$ cat config.mk
export PLATFORM = sky130hd
export DESIGN_NAME = cosine_similarity_engine
export DESIGN_NICKNAME = d
export VERILOG_FILES = /design/src/cse_pkg.sv /design/src/cse_mul.sv /design/src/cse_div.sv /design/src/cse_core.sv /design/src/cosine_similarity_engine.sv
export SDC_FILE = /design/constraint.sdc
export NUM_CORES = 2
export LEC_CHECK = 0
export BUFFER_PORTS_ARGS = -buffer_cell sky130_fd_sc_hd__buf_2
export CAP_MARGIN = 20
export CORE_MARGIN = 2
export CORE_UTILIZATION = 45
export CTS_BUF_LIST = sky130_fd_sc_hd__clkbuf_4 sky130_fd_sc_hd__clkbuf_8 sky130_fd_sc_hd__clkbuf_16
export DETAILED_ROUTE_END_ITERATION = 7
export GPL_ROUTABILITY_DRIVEN = 1
export GPL_TIMING_DRIVEN = 0
export PLACE_DENSITY_LB_ADDON = 0.15
export SLEW_MARGIN = 25
export SYNTH_ARGS = -nofsm -noshare
export SYNTH_HDL_FRONTEND = slang
export SYNTH_SLANG_ARGS = --single-unit
export TNS_END_PERCENT = 20
$ cat constraint.sdc
create_clock -name clk_i -period 27.6 [get_ports clk_i]
set_clock_uncertainty 0.1 [all_clocks]
set_input_delay 5.52 -clock clk_i [delete_from_list [all_inputs] [get_ports clk_i]]
set_output_delay 5.52 -clock clk_i [all_outputs]
set_load 0.01 [all_outputs]
$ cat src/cse_pkg.sv
`timescale 1ns / 1ps
package cse_pkg;

  localparam int unsigned DATA_W     = 16;
  localparam int unsigned MAX_LEN    = 65536;
  localparam int unsigned CNT_W      = $clog2(MAX_LEN + 2);
  localparam int unsigned DOT_W      = 48;
  localparam int unsigned NORM_W     = 47;
  localparam int unsigned LIMB_W     = 24;
  localparam int unsigned PROD_W     = 2 * LIMB_W;
  localparam int unsigned ACC_W      = 2 * PROD_W;
  localparam int unsigned WIDE_W     = 2 * NORM_W - 1;
  localparam int unsigned QUO_W      = 29;
  localparam int unsigned DIV_CNT_W  = $clog2(QUO_W);
  localparam int unsigned ROOT_W     = 15;
  localparam int unsigned ROOT_BIT_W = $clog2(ROOT_W);
  localparam int unsigned SIM_W      = 16;
  localparam int unsigned STAT_W     = 2;
  localparam int unsigned SIM_ONE    = 16384;
  localparam int unsigned STEP_W     = 3;
  localparam int unsigned WM_STEPS   = 4;

  typedef enum logic [STAT_W-1:0] {
    ST_OK        = 2'd0,
    ST_ZERO_NORM = 2'd1,
    ST_TOO_LONG  = 2'd2
  } status_e;

  typedef enum logic [3:0] {
    S_IDLE,
    S_EAB,
    S_EAA,
    S_EBB,
    S_EACC,
    S_CHECK,
    S_WMUL,
    S_DIV,
    S_RT_ISSUE,
    S_RT_CMP,
    S_DONE
  } state_e;

  typedef struct packed {
    logic                     valid;
    logic signed [SIM_W-1:0]  similarity;
    status_e                  status;
  } res_t;

  typedef struct packed {
    logic              start;
    logic [WIDE_W-2:0] num_hi;
    logic              num_lsb;
    logic [WIDE_W-1:0] den;
  } div_req_t;

  typedef struct packed {
    logic             done;
    logic [QUO_W-1:0] quotient;
  } div_rsp_t;

endpackage

$ cat src/cse_mul.sv
`timescale 1ns / 1ps
module cse_mul (
  input  logic                      clk_i,
  input  logic [cse_pkg::LIMB_W-1:0] a_i,
  input  logic [cse_pkg::LIMB_W-1:0] b_i,
  output logic [cse_pkg::PROD_W-1:0] p_o
);
  import cse_pkg::*;

  logic [PROD_W-1:0] p_q;

  always_ff @(posedge clk_i) begin
    p_q <= PROD_W'(a_i) * PROD_W'(b_i);
  end

  assign p_o = p_q;

endmodule

$ cat src/cse_div.sv
`timescale 1ns / 1ps
module cse_div (
  input  logic              clk_i,
  input  logic              rst_ni,
  input  cse_pkg::div_req_t req_i,
  output cse_pkg::div_rsp_t rsp_o
);
  import cse_pkg::*;

  logic                 busy_q, busy_d;
  logic                 done_q, done_d;
  logic [DIV_CNT_W-1:0] cnt_q, cnt_d;
  logic                 nbit_q, nbit_d;
  logic [WIDE_W-1:0]    rem_q, rem_d;
  logic [WIDE_W-1:0]    den_q, den_d;
  logic [QUO_W-1:0]     quo_q, quo_d;
  logic [WIDE_W:0]      trial;
  logic [WIDE_W+1:0]    diff;

  // remainder always stays below the divisor, so one compare-subtract per bit
  assign trial = {rem_q, nbit_q};
  assign diff  = {1'b0, trial} - {2'b00, den_q};

  always_comb begin
    busy_d = busy_q;
    done_d = 1'b0;
    cnt_d  = cnt_q;
    nbit_d = nbit_q;
    rem_d  = rem_q;
    den_d  = den_q;
    quo_d  = quo_q;
    if (req_i.start) begin
      busy_d = 1'b1;
      cnt_d  = DIV_CNT_W'(QUO_W - 1);
      nbit_d = req_i.num_lsb;
      rem_d  = {1'b0, req_i.num_hi};
      den_d  = req_i.den;
      quo_d  = '0;
    end else if (busy_q) begin
      nbit_d = 1'b0;
      if (!diff[WIDE_W+1]) begin
        rem_d = diff[WIDE_W-1:0];
        quo_d = {quo_q[QUO_W-2:0], 1'b1};
      end else begin
        rem_d = trial[WIDE_W-1:0];
        quo_d = {quo_q[QUO_W-2:0], 1'b0};
      end
      cnt_d = cnt_q - 1'b1;
      if (cnt_q == '0) begin
        busy_d = 1'b0;
        done_d = 1'b1;
      end
    end
  end

  always_ff @(posedge clk_i or negedge rst_ni) begin
    if (!rst_ni) begin
      busy_q <= 1'b0;
      done_q <= 1'b0;
      cnt_q  <= '0;
    end else begin
      busy_q <= busy_d;
      done_q <= done_d;
      cnt_q  <= cnt_d;
    end
  end

  always_ff @(posedge clk_i) begin
    nbit_q <= nbit_d;
    rem_q  <= rem_d;
    den_q  <= den_d;
    quo_q  <= quo_d;
  end

  assign rsp_o.done     = done_q;
  assign rsp_o.quotient = quo_q;

endmodule

$ cat src/cse_core.sv
`timescale 1ns / 1ps
module cse_core (
  input  logic                               clk_i,
  input  logic                               rst_ni,
  input  logic                               in_valid_i,
  output logic                               in_ready_o,
  input  logic signed [cse_pkg::DATA_W-1:0]  elem_a_i,
  input  logic signed [cse_pkg::DATA_W-1:0]  elem_b_i,
  input  logic                               last_elem_i,
  input  logic                               out_free_i,
  output cse_pkg::res_t                      res_o,
  output logic [cse_pkg::LIMB_W-1:0]         mul_a_o,
  output logic [cse_pkg::LIMB_W-1:0]         mul_b_o,
  input  logic [cse_pkg::PROD_W-1:0]         prod_i,
  output cse_pkg::div_req_t                  div_req_o,
  input  cse_pkg::div_rsp_t                  div_rsp_i
);
  import cse_pkg::*;

  localparam logic [CNT_W-1:0] MaxCnt  = CNT_W'(MAX_LEN);
  localparam logic [CNT_W-1:0] OverCnt = CNT_W'(MAX_LEN + 1);

  state_e               state_q, state_d;
  status_e              status_q, status_d;
  logic [DOT_W-1:0]     dot_q, dot_d;
  logic [NORM_W-1:0]    na_q, na_d;
  logic [NORM_W-1:0]    nb_q, nb_d;
  logic [CNT_W-1:0]     cnt_q, cnt_d;
  logic [DATA_W-1:0]    a_mag_q, a_mag_d;
  logic [DATA_W-1:0]    b_mag_q, b_mag_d;
  logic                 neg_q, neg_d;
  logic                 last_q, last_d;
  logic                 add_q, add_d;
  logic                 wm_sel_q, wm_sel_d;
  logic [STEP_W-1:0]    step_q, step_d;
  logic [ACC_W-1:0]     acc_q, acc_d;
  logic [WIDE_W-1:0]    sq_q, sq_d;
  logic [QUO_W-1:0]     rad_q, rad_d;
  logic [ROOT_W-1:0]    root_q, root_d;
  logic [ROOT_BIT_W-1:0] rbit_q, rbit_d;

  logic [DATA_W-1:0]    a_mag, b_mag;
  logic [DOT_W-1:0]     dot_mag;
  logic [PROD_W-1:0]    wm_x, wm_y;
  logic [1:0]           prev_step;
  logic [1:0]           shift_sel;
  logic [ACC_W-1:0]     acc_add, acc_sum;
  logic [ROOT_W-1:0]    cand;
  logic [ROOT_W-1:0]    sim_mag;
  logic [SIM_W-1:0]     sim_val;

  assign a_mag   = elem_a_i[DATA_W-1] ? (~elem_a_i + 1'b1) : elem_a_i;
  assign b_mag   = elem_b_i[DATA_W-1] ? (~elem_b_i + 1'b1) : elem_b_i;
  assign dot_mag = dot_q[DOT_W-1] ? (~dot_q + 1'b1) : dot_q;

  assign wm_x = wm_sel_q ? {1'b0, na_q} : {1'b0, dot_mag[NORM_W-1:0]};
  assign wm_y = wm_sel_q ? {1'b0, nb_q} : {1'b0, dot_mag[NORM_W-1:0]};

  // product in flight belongs to the previous step: limb weights add up
  assign prev_step = step_q[1:0] - 2'd1;
  assign shift_sel = {1'b0, prev_step[1]} + {1'b0, prev_step[0]};

  always_comb begin
    case (shift_sel)
      2'd0:    acc_add = ACC_W'(prod_i);
      2'd1:    acc_add = ACC_W'(prod_i) << LIMB_W;
      default: acc_add = ACC_W'(prod_i) << (2 * LIMB_W);
    endcase
  end

  assign acc_sum = acc_q + acc_add;
  assign cand    = root_q | (ROOT_W'(1) << rbit_q);

  assign sim_mag = (root_q > ROOT_W'(SIM_ONE)) ? ROOT_W'(SIM_ONE) : root_q;
  assign sim_val = dot_q[DOT_W-1] ? (~SIM_W'(sim_mag) + 1'b1) : SIM_W'(sim_mag);

  assign in_ready_o = (state_q == S_IDLE);

  always_comb begin
    state_d   = state_q;
    status_d  = status_q;
    dot_d     = dot_q;
    na_d      = na_q;
    nb_d      = nb_q;
    cnt_d     = cnt_q;
    a_mag_d   = a_mag_q;
    b_mag_d   = b_mag_q;
    neg_d     = neg_q;
    last_d    = last_q;
    add_d     = add_q;
    wm_sel_d  = wm_sel_q;
    step_d    = step_q;
    acc_d     = acc_q;
    sq_d      = sq_q;
    rad_d     = rad_q;
    root_d    = root_q;
    rbit_d    = rbit_q;
    mul_a_o   = '0;
    mul_b_o   = '0;
    div_req_o = '0;
    res_o.valid      = 1'b0;
    res_o.similarity = (status_q == ST_OK) ? sim_val : '0;
    res_o.status     = status_q;

    case (state_q)
      S_IDLE: begin
        if (in_valid_i) begin
          a_mag_d = a_mag;
          b_mag_d = b_mag;
          neg_d   = elem_a_i[DATA_W-1] ^ elem_b_i[DATA_W-1];
          last_d  = last_elem_i;
          add_d   = (cnt_q < MaxCnt);
          cnt_d   = (cnt_q < MaxCnt) ? cnt_q + 1'b1 : OverCnt;
          state_d = S_EAB;
        end
      end
      S_EAB: begin
        mul_a_o = LIMB_W'(a_mag_q);
        mul_b_o = LIMB_W'(b_mag_q);
        state_d = S_EAA;
      end
      S_EAA: begin
        mul_a_o = LIMB_W'(a_mag_q);
        mul_b_o = LIMB_W'(a_mag_q);
        if (add_q) begin
          dot_d = neg_q ? dot_q - DOT_W'(prod_i) : dot_q + DOT_W'(prod_i);
        end
        state_d = S_EBB;
      end
      S_EBB: begin
        mul_a_o = LIMB_W'(b_mag_q);
        mul_b_o = LIMB_W'(b_mag_q);
        if (add_q) begin
          na_d = na_q + prod_i[NORM_W-1:0];
        end
        state_d = S_EACC;
      end
      S_EACC: begin
        if (add_q) begin
          nb_d = nb_q + prod_i[NORM_W-1:0];
        end
        state_d = last_q ? S_CHECK : S_IDLE;
      end
      S_CHECK: begin
        if (cnt_q > MaxCnt) begin
          status_d = ST_TOO_LONG;
          state_d  = S_DONE;
        end else if (na_q == '0 || nb_q == '0) begin
          status_d = ST_ZERO_NORM;
          state_d  = S_DONE;
        end else begin
          status_d = ST_OK;
          wm_sel_d = 1'b0;
          step_d   = '0;
          acc_d    = '0;
          state_d  = S_WMUL;
        end
      end
      S_WMUL: begin
        // square of the dot magnitude, then the product of the two norms
        if (step_q != STEP_W'(WM_STEPS)) begin
          mul_a_o = step_q[1] ? wm_x[PROD_W-1:LIMB_W] : wm_x[LIMB_W-1:0];
          mul_b_o = step_q[0] ? wm_y[PROD_W-1:LIMB_W] : wm_y[LIMB_W-1:0];
        end
        if (step_q != '0) begin
          acc_d = acc_sum;
        end
        step_d = step_q + 1'b1;
        if (step_q == STEP_W'(WM_STEPS)) begin
          step_d = '0;
          acc_d  = '0;
          if (!wm_sel_q) begin
            sq_d     = acc_sum[WIDE_W-1:0];
            wm_sel_d = 1'b1;
          end else begin
            div_req_o.start   = 1'b1;
            div_req_o.num_hi  = sq_q[WIDE_W-1:1];
            div_req_o.num_lsb = sq_q[0];
            div_req_o.den     = acc_sum[WIDE_W-1:0];
            state_d           = S_DIV;
          end
        end
      end
      S_DIV: begin
        if (div_rsp_i.done) begin
          rad_d   = div_rsp_i.quotient;
          root_d  = '0;
          rbit_d  = ROOT_BIT_W'(ROOT_W - 1);
          state_d = S_RT_ISSUE;
        end
      end
      S_RT_ISSUE: begin
        mul_a_o = LIMB_W'(cand);
        mul_b_o = LIMB_W'(cand);
        state_d = S_RT_CMP;
      end
      S_RT_CMP: begin
        if (prod_i <= PROD_W'(rad_q)) begin
          root_d = cand;
        end
        if (rbit_q == '0) begin
          state_d = S_DONE;
        end else begin
          rbit_d  = rbit_q - 1'b1;
          state_d = S_RT_ISSUE;
        end
      end
      S_DONE: begin
        // hold until the output register can take the item, then clear sums
        if (out_free_i) begin
          res_o.valid = 1'b1;
          dot_d       = '0;
          na_d        = '0;
          nb_d        = '0;
          cnt_d       = '0;
          state_d     = S_IDLE;
        end
      end
      default: begin
        state_d = S_IDLE;
      end
    endcase
  end

  always_ff @(posedge clk_i or negedge rst_ni) begin
    if (!rst_ni) begin
      state_q  <= S_IDLE;
      status_q <= ST_OK;
      dot_q    <= '0;
      na_q     <= '0;
      nb_q     <= '0;
      cnt_q    <= '0;
      last_q   <= 1'b0;
      add_q    <= 1'b0;
      wm_sel_q <= 1'b0;
      step_q   <= '0;
      rbit_q   <= '0;
    end else begin
      state_q  <= state_d;
      status_q <= status_d;
      dot_q    <= dot_d;
      na_q     <= na_d;
      nb_q     <= nb_d;
      cnt_q    <= cnt_d;
      last_q   <= last_d;
      add_q    <= add_d;
      wm_sel_q <= wm_sel_d;
      step_q   <= step_d;
      rbit_q   <= rbit_d;
    end
  end

  always_ff @(posedge clk_i) begin
    a_mag_q <= a_mag_d;
    b_mag_q <= b_mag_d;
    neg_q   <= neg_d;
    acc_q   <= acc_d;
    sq_q    <= sq_d;
    rad_q   <= rad_d;
    root_q  <= root_d;
  end

  a_res_needs_space: assert property (@(posedge clk_i) disable iff (!rst_ni)
    res_o.valid |-> out_free_i)
    else $error("result issued while output register is full");

  a_status_zero_sim: assert property (@(posedge clk_i) disable iff (!rst_ni)
    res_o.valid && res_o.status != ST_OK |-> res_o.similarity == '0)
    else $error("nonzero similarity with error status");

  a_sim_range: assert property (@(posedge clk_i) disable iff (!rst_ni)
    res_o.valid |-> ($signed(res_o.similarity) <= $signed(SIM_W'(SIM_ONE)) &&
                     $signed(res_o.similarity) >= -$signed(SIM_W'(SIM_ONE))))
    else $error("similarity outside +/-1.0");

  a_quo_bound: assert property (@(posedge clk_i) disable iff (!rst_ni)
    div_rsp_i.done |-> div_rsp_i.quotient <= (QUO_W'(1) << (QUO_W - 1)))
    else $error("squared ratio above one");

  a_clear_after_res: assert property (@(posedge clk_i) disable iff (!rst_ni)
    res_o.valid |=> cnt_q == '0 && dot_q == '0 && na_q == '0 && nb_q == '0)
    else $error("sums not cleared after result");

  a_cnt_sat: assert property (@(posedge clk_i) disable iff (!rst_ni)
    cnt_q <= OverCnt)
    else $error("element count past saturation");

endmodule

$ cat src/cosine_similarity_engine.sv
`timescale 1ns / 1ps
// Streaming cosine similarity of two signed 16-bit vectors.
// Slave channel: one element pair per item, A in tdata[15:0], B in tdata[31:16],
// tlast on the final pair. Master channel: one item per vector, the similarity
// in signed Q2.14 on tdata (16384 = 1.0) and a status code on tuser
// (0 ok, 1 a norm was zero, 2 more than MAX_LEN elements, result then 0).
// Each pair is taken in the accept state and then passes EAB, EAA, EBB and
// EACC, which issue a*b, a*a and b*b to the single shared 24x24 multiplier
// and add up the products; tready is low meanwhile. After a last pair the
// same multiplier forms dot^2 and normA*normB from 24-bit limbs, a restoring
// divider yields dot^2*2^28/(normA*normB) one bit a cycle, and a bit-serial
// square root on the multiplier forms the result from that quotient.
// The result sits in an output register; pairs of the next vector are taken
// while it waits. If the receiver still holds the previous result when a new
// one is ready, the engine waits with tready low until tready on the master
// side frees the register.
// Reset clears the sums, the element count and the output valid.
module cosine_similarity_engine (
  input  logic        clk_i,
  input  logic        rst_ni,
  input  logic        s_axis_tvalid,
  output logic        s_axis_tready,
  input  logic [31:0] s_axis_tdata,   // [15:0] elem_a, [31:16] elem_b
  input  logic        s_axis_tlast,   // last_elem
  output logic        m_axis_tvalid,
  input  logic        m_axis_tready,
  output logic [15:0] m_axis_tdata,   // [15:0] similarity
  output logic [1:0]  m_axis_tuser    // [1:0] status
);
  import cse_pkg::*;

  logic                  out_free;
  res_t                  res;
  logic [LIMB_W-1:0]     mul_a, mul_b;
  logic [PROD_W-1:0]     prod;
  div_req_t              div_req;
  div_rsp_t              div_rsp;
  logic                  m_valid_q, m_valid_d;
  logic [SIM_W-1:0]      sim_q;
  logic [STAT_W-1:0]     stat_q;

  assign out_free = !m_valid_q || m_axis_tready;

  cse_core u_core (
    .clk_i       (clk_i),
    .rst_ni      (rst_ni),
    .in_valid_i  (s_axis_tvalid),
    .in_ready_o  (s_axis_tready),
    .elem_a_i    ($signed(s_axis_tdata[DATA_W-1:0])),
    .elem_b_i    ($signed(s_axis_tdata[2*DATA_W-1:DATA_W])),
    .last_elem_i (s_axis_tlast),
    .out_free_i  (out_free),
    .res_o       (res),
    .mul_a_o     (mul_a),
    .mul_b_o     (mul_b),
    .prod_i      (prod),
    .div_req_o   (div_req),
    .div_rsp_i   (div_rsp)
  );

  cse_mul u_mul (
    .clk_i (clk_i),
    .a_i   (mul_a),
    .b_i   (mul_b),
    .p_o   (prod)
  );

  cse_div u_div (
    .clk_i  (clk_i),
    .rst_ni (rst_ni),
    .req_i  (div_req),
    .rsp_o  (div_rsp)
  );

  always_comb begin
    m_valid_d = m_valid_q;
    if (res.valid) begin
      m_valid_d = 1'b1;
    end else if (m_axis_tready) begin
      m_valid_d = 1'b0;
    end
  end

  always_ff @(posedge clk_i or negedge rst_ni) begin
    if (!rst_ni) begin
      m_valid_q <= 1'b0;
    end else begin
      m_valid_q <= m_valid_d;
    end
  end

  always_ff @(posedge clk_i) begin
    if (res.valid) begin
      sim_q  <= res.similarity;
      stat_q <= res.status;
    end
  end

  assign m_axis_tvalid = m_valid_q;
  assign m_axis_tdata  = sim_q;
  assign m_axis_tuser  = stat_q;

endmodule

==> results.py <==
metrics = {
    "outcome": {
        "outcome": "complete, no violations",
    },
    "route": {
        "via_per_inst": 5.81,
        "postRouteAntennaNets": 0,
        "vias": 60379,
        "dr.pass1.iters": 5,
        "wl_mm": 254,
        "drc": 0,
        "drtIter0Drc": 5390,
        "wl_per_cell_um": 24.4,
    },
    "clocking": {
        "clkSinkCount": 728,
        "cts_resized": 0,
        "numCtsBuffers": 85,
        "clock_latency_ps": 720,
        "htree_num_levels": 3,
        "root_buffer": "clkbuf_16",
        "clk_pin_slew_ps": 60,
        "cts_hold_buf": 0,
        "cts_tree": "done",
        "cts_setup_buffers": 0,
        "clock_path_buffers": 3,
    },
    "critical_path": {
        "path_buf_inv": 6,
        "worstPathRequired_ps": 28070,
        "cp_num_cells": 34,
        "critPathTopFamily": "compound AO/OA/AOI/OAI gates",
        "cp.arrival_ps": 13810,
        "r2r_start": "u_core.dot_q[11]",
        "worstReg2RegEnd": "u_mul.p_o[47]",
        "crit_path_max_incr_delay_ps": 910,
        "start_kind": "flop",
        "cp_slowest_cell": "o41ai_2",
        "reg2reg_depth": 34,
        "crit_start": "u_core.dot_q[11]",
        "endpoint": "u_mul.p_o[47]",
        "critPathKind": "reg -> reg",
        "end_kind": "flop",
        "path_common_cell": "fa_1",
        "r2r_slack_ps": 14260,
        "crit_path_max_fanout": 10,
    },
    "logic_synthesis": {
        "syn_nets": 9166,
        "ys_ff_latch": 728,
        "yosys_warnings": 0,
        "postSynthCellCount": 8097,
        "syn_area_per_cell_um2": 8.67,
        "yosysUniqueCellTypes": 97,
        "syn-cell-area_mm2": 0.0702,
        "ys.flop_type": "edfxtp_1",
        "synth_top_area_share": 0.200,
        "seq_area_frac_synth": 0.287,
        "synth_area_leaders": "edfxtp_1 20%, fa_1 14%, ha_1 9.7%, dfrtp_1 6.5%, inv_1 5.1%",
        "yosysTopAreaCell": "edfxtp_1",
        "async_flop_share": 0.251,
        "synth_edf_count": 467,
    },
    "place": {
        "place_ws_ps": 14500,
        "post-dp-hpwl_mm": 203,
        "port_buffers": 56,
        "placed_area_mm2": 0.0738,
        "gp_congestion": 1.03,
    },
    "timing": {
        "min_period_ps": 13340,
        "max_slew_margin": 0.172,
        "worstMarginPinSlew_ps": 1230,
        "setup_viol": 0,
        "fmax_mhz": 74.9,
        "fin_crit_sh": 0.483,
        "setup_tns_ps": 0,
        "hold_viol_final": 0,
        "setup_slack_ps": 14260,
        "maxSlewViolCount": 0,
        "rsz0062_at_grt": "false",
    },
    "layout": {
        "final_area_mm2": 0.0768,
        "multiInputGateArea_mm2": 0.0453,
        "final_util": 0.497,
        "n_fill_cell": 14916,
        "layout-drive-gt1-share": 0.0457,
        "layout_common_cells": "954 x inv_1, 952 x nand2_1, 766 x nor2_1",
        "final_common_cell": "inv_1",
        "nNetsFinal": 9337,
        "seqCellArea_mm2": 0.0202,
        "area_growth_pct": 9.32,
    },
    "grt": {
        "grt_overflow_total": 0,
        "grt_max_degree": 81,
        "antenna_found_initial": 10,
        "grt_pass1_vias": 59472,
        "grt_use_total": 0.318,
        "grt_pass1_wl_mm": 379,
    },
    "pwr": {
        "total_power_mw": 10.5,
        "cellPowerDensity_mw_per_mm2": 137,
        "ir_drop_mv": 0.141,
        "p_leak_nw": 34.7,
    },
    "hold_path": {
        "hold_start": "u_div.quo_q[28]",
        "hold_path.class": "reg -> reg",
    },
    "floorplan": {
        "die_w_um": 399,
        "die_h_um": 399,
        "dieArea_mm2": 0.159,
        "initial_core_util": 0.454,
        "ios": 57,
        "rows": 144,
        "coreArea_mm2": 0.155,
    },
    "run": {
        "cap_violations": 0,
    },
}
-- worst register-to-register path, delay by kind of cell (launching register included) --
family | cells | cell delay [ps]
simple gates | 6 | 2140
buf+inv | 6 | 960
fa+ha+maj | 8 | 3950
flops | 1 | 490
xor+xnor | 2 | 370
compound gates | 12 | 5180
-- synthesized netlist by cell type (all sizes together), types with 62 or more instances --
cell,number
dfxtp,78
nand4,110
nor3,109
o21a,65
nor2b,62
o21bai,82
a21oi,593
ha,545
edfxtp,467
clkbuf,324
xnor2,287
and2,118
nand3,116
inv,957
nand2,953
nand2b,81
o21ai,516
a21o,227
a31oi,69
fa,487
xor2,186
dfrtp,183
nor2,769
-- metrics by stage --
step	hold slack, ps	instances
after floorplan	308	8097
after global placement	318	10197
after detailed placement	320	10225
after CTS	335	10383
after global routing	339	10383
final	336	10388
-- final cells by class --
class,instances,share of cell area
Antenna cell,5,0.000163
Buffer,365,0.0186
Clock inverter,55,0.00745
Timing Repair Buffer,84,0.0109
Sequential cell,728,0.263
Inverter,958,0.0468
Clock buffer,103,0.0306
Multi-Input combinational cell,6046,0.589
Tap cell,2044,0.0333
-- power breakdown --
part / switching, mW / internal [mW]
Combinational: 4.74 / 2.73
Sequential: 0.452 / 1.42
Clock: 0.512 / 0.673
-- sequential cells by signal (all words and copies together), names as in the netlist, 3 cells and up --
name	flops
u_core.cnt_q	17
u_core.na_q	47
u_div.den_q	93
u_core.dot_q	48
u_div.cnt_q	5
u_div.rem_q	93
u_core.rbit_q	4
u_core.nb_q	47
u_core.b_mag_q	16
u_core.rad_q	29
u_core.a_mag_q	16
u_div.quo_q	29
u_core.state_q	4
u_core.step_q	3
u_core.acc_q	93
u_core.sq_q	93
u_core.root_q	15
u_mul.p_o	48
m_axis_tdata	16
-- logic make-up (layout without fill, tap and decap cells) --
family | after synthesis | count (layout) | synth area share
buffers and inverters | 1323 | 1565 | 0.0714
adders and majority gates | 1032 | 1032 | 0.236
muxes | 57 | 57 | 0.00926
and+or+nand+nor | 2526 | 2526 | 0.162
DFF | 728 | 728 | 0.287
AOI/OAI and AO/OA | 1958 | 1958 | 0.176
other | 0 | 5 | 0
xor gates and xnor gates | 473 | 473 | 0.0590
-- per-layer routing --
| metal | part of all wire | vias up | track usage |
|---|---|---|---|
| met5 | 0.00010 | - | 0 |
| met4 | 0.051 | 4 | 0.141 |
| met3 | 0.065 | 484 | 0.0449 |
| met2 | 0.45 | 2127 | 0.509 |
| met1 | 0.43 | 29679 | 0.427 |
| li1 | - | 28085 | - |
-- how the worst min path moves through the flow --
stage,endpoint,slack (ps),depth (start not counted)
2_1_floorplan,u_core.rad_q[28],310,0
3_3_place_gp,u_core.rad_q[28],320,0
3_5_place_dp,u_core.rad_q[28],320,0
4_1_cts,u_core.rad_q[28],340,0
6_report,u_core.rad_q[28],340,0
5_1_grt,u_core.rad_q[28],340,0
Power figures use the tool's default switching activity.
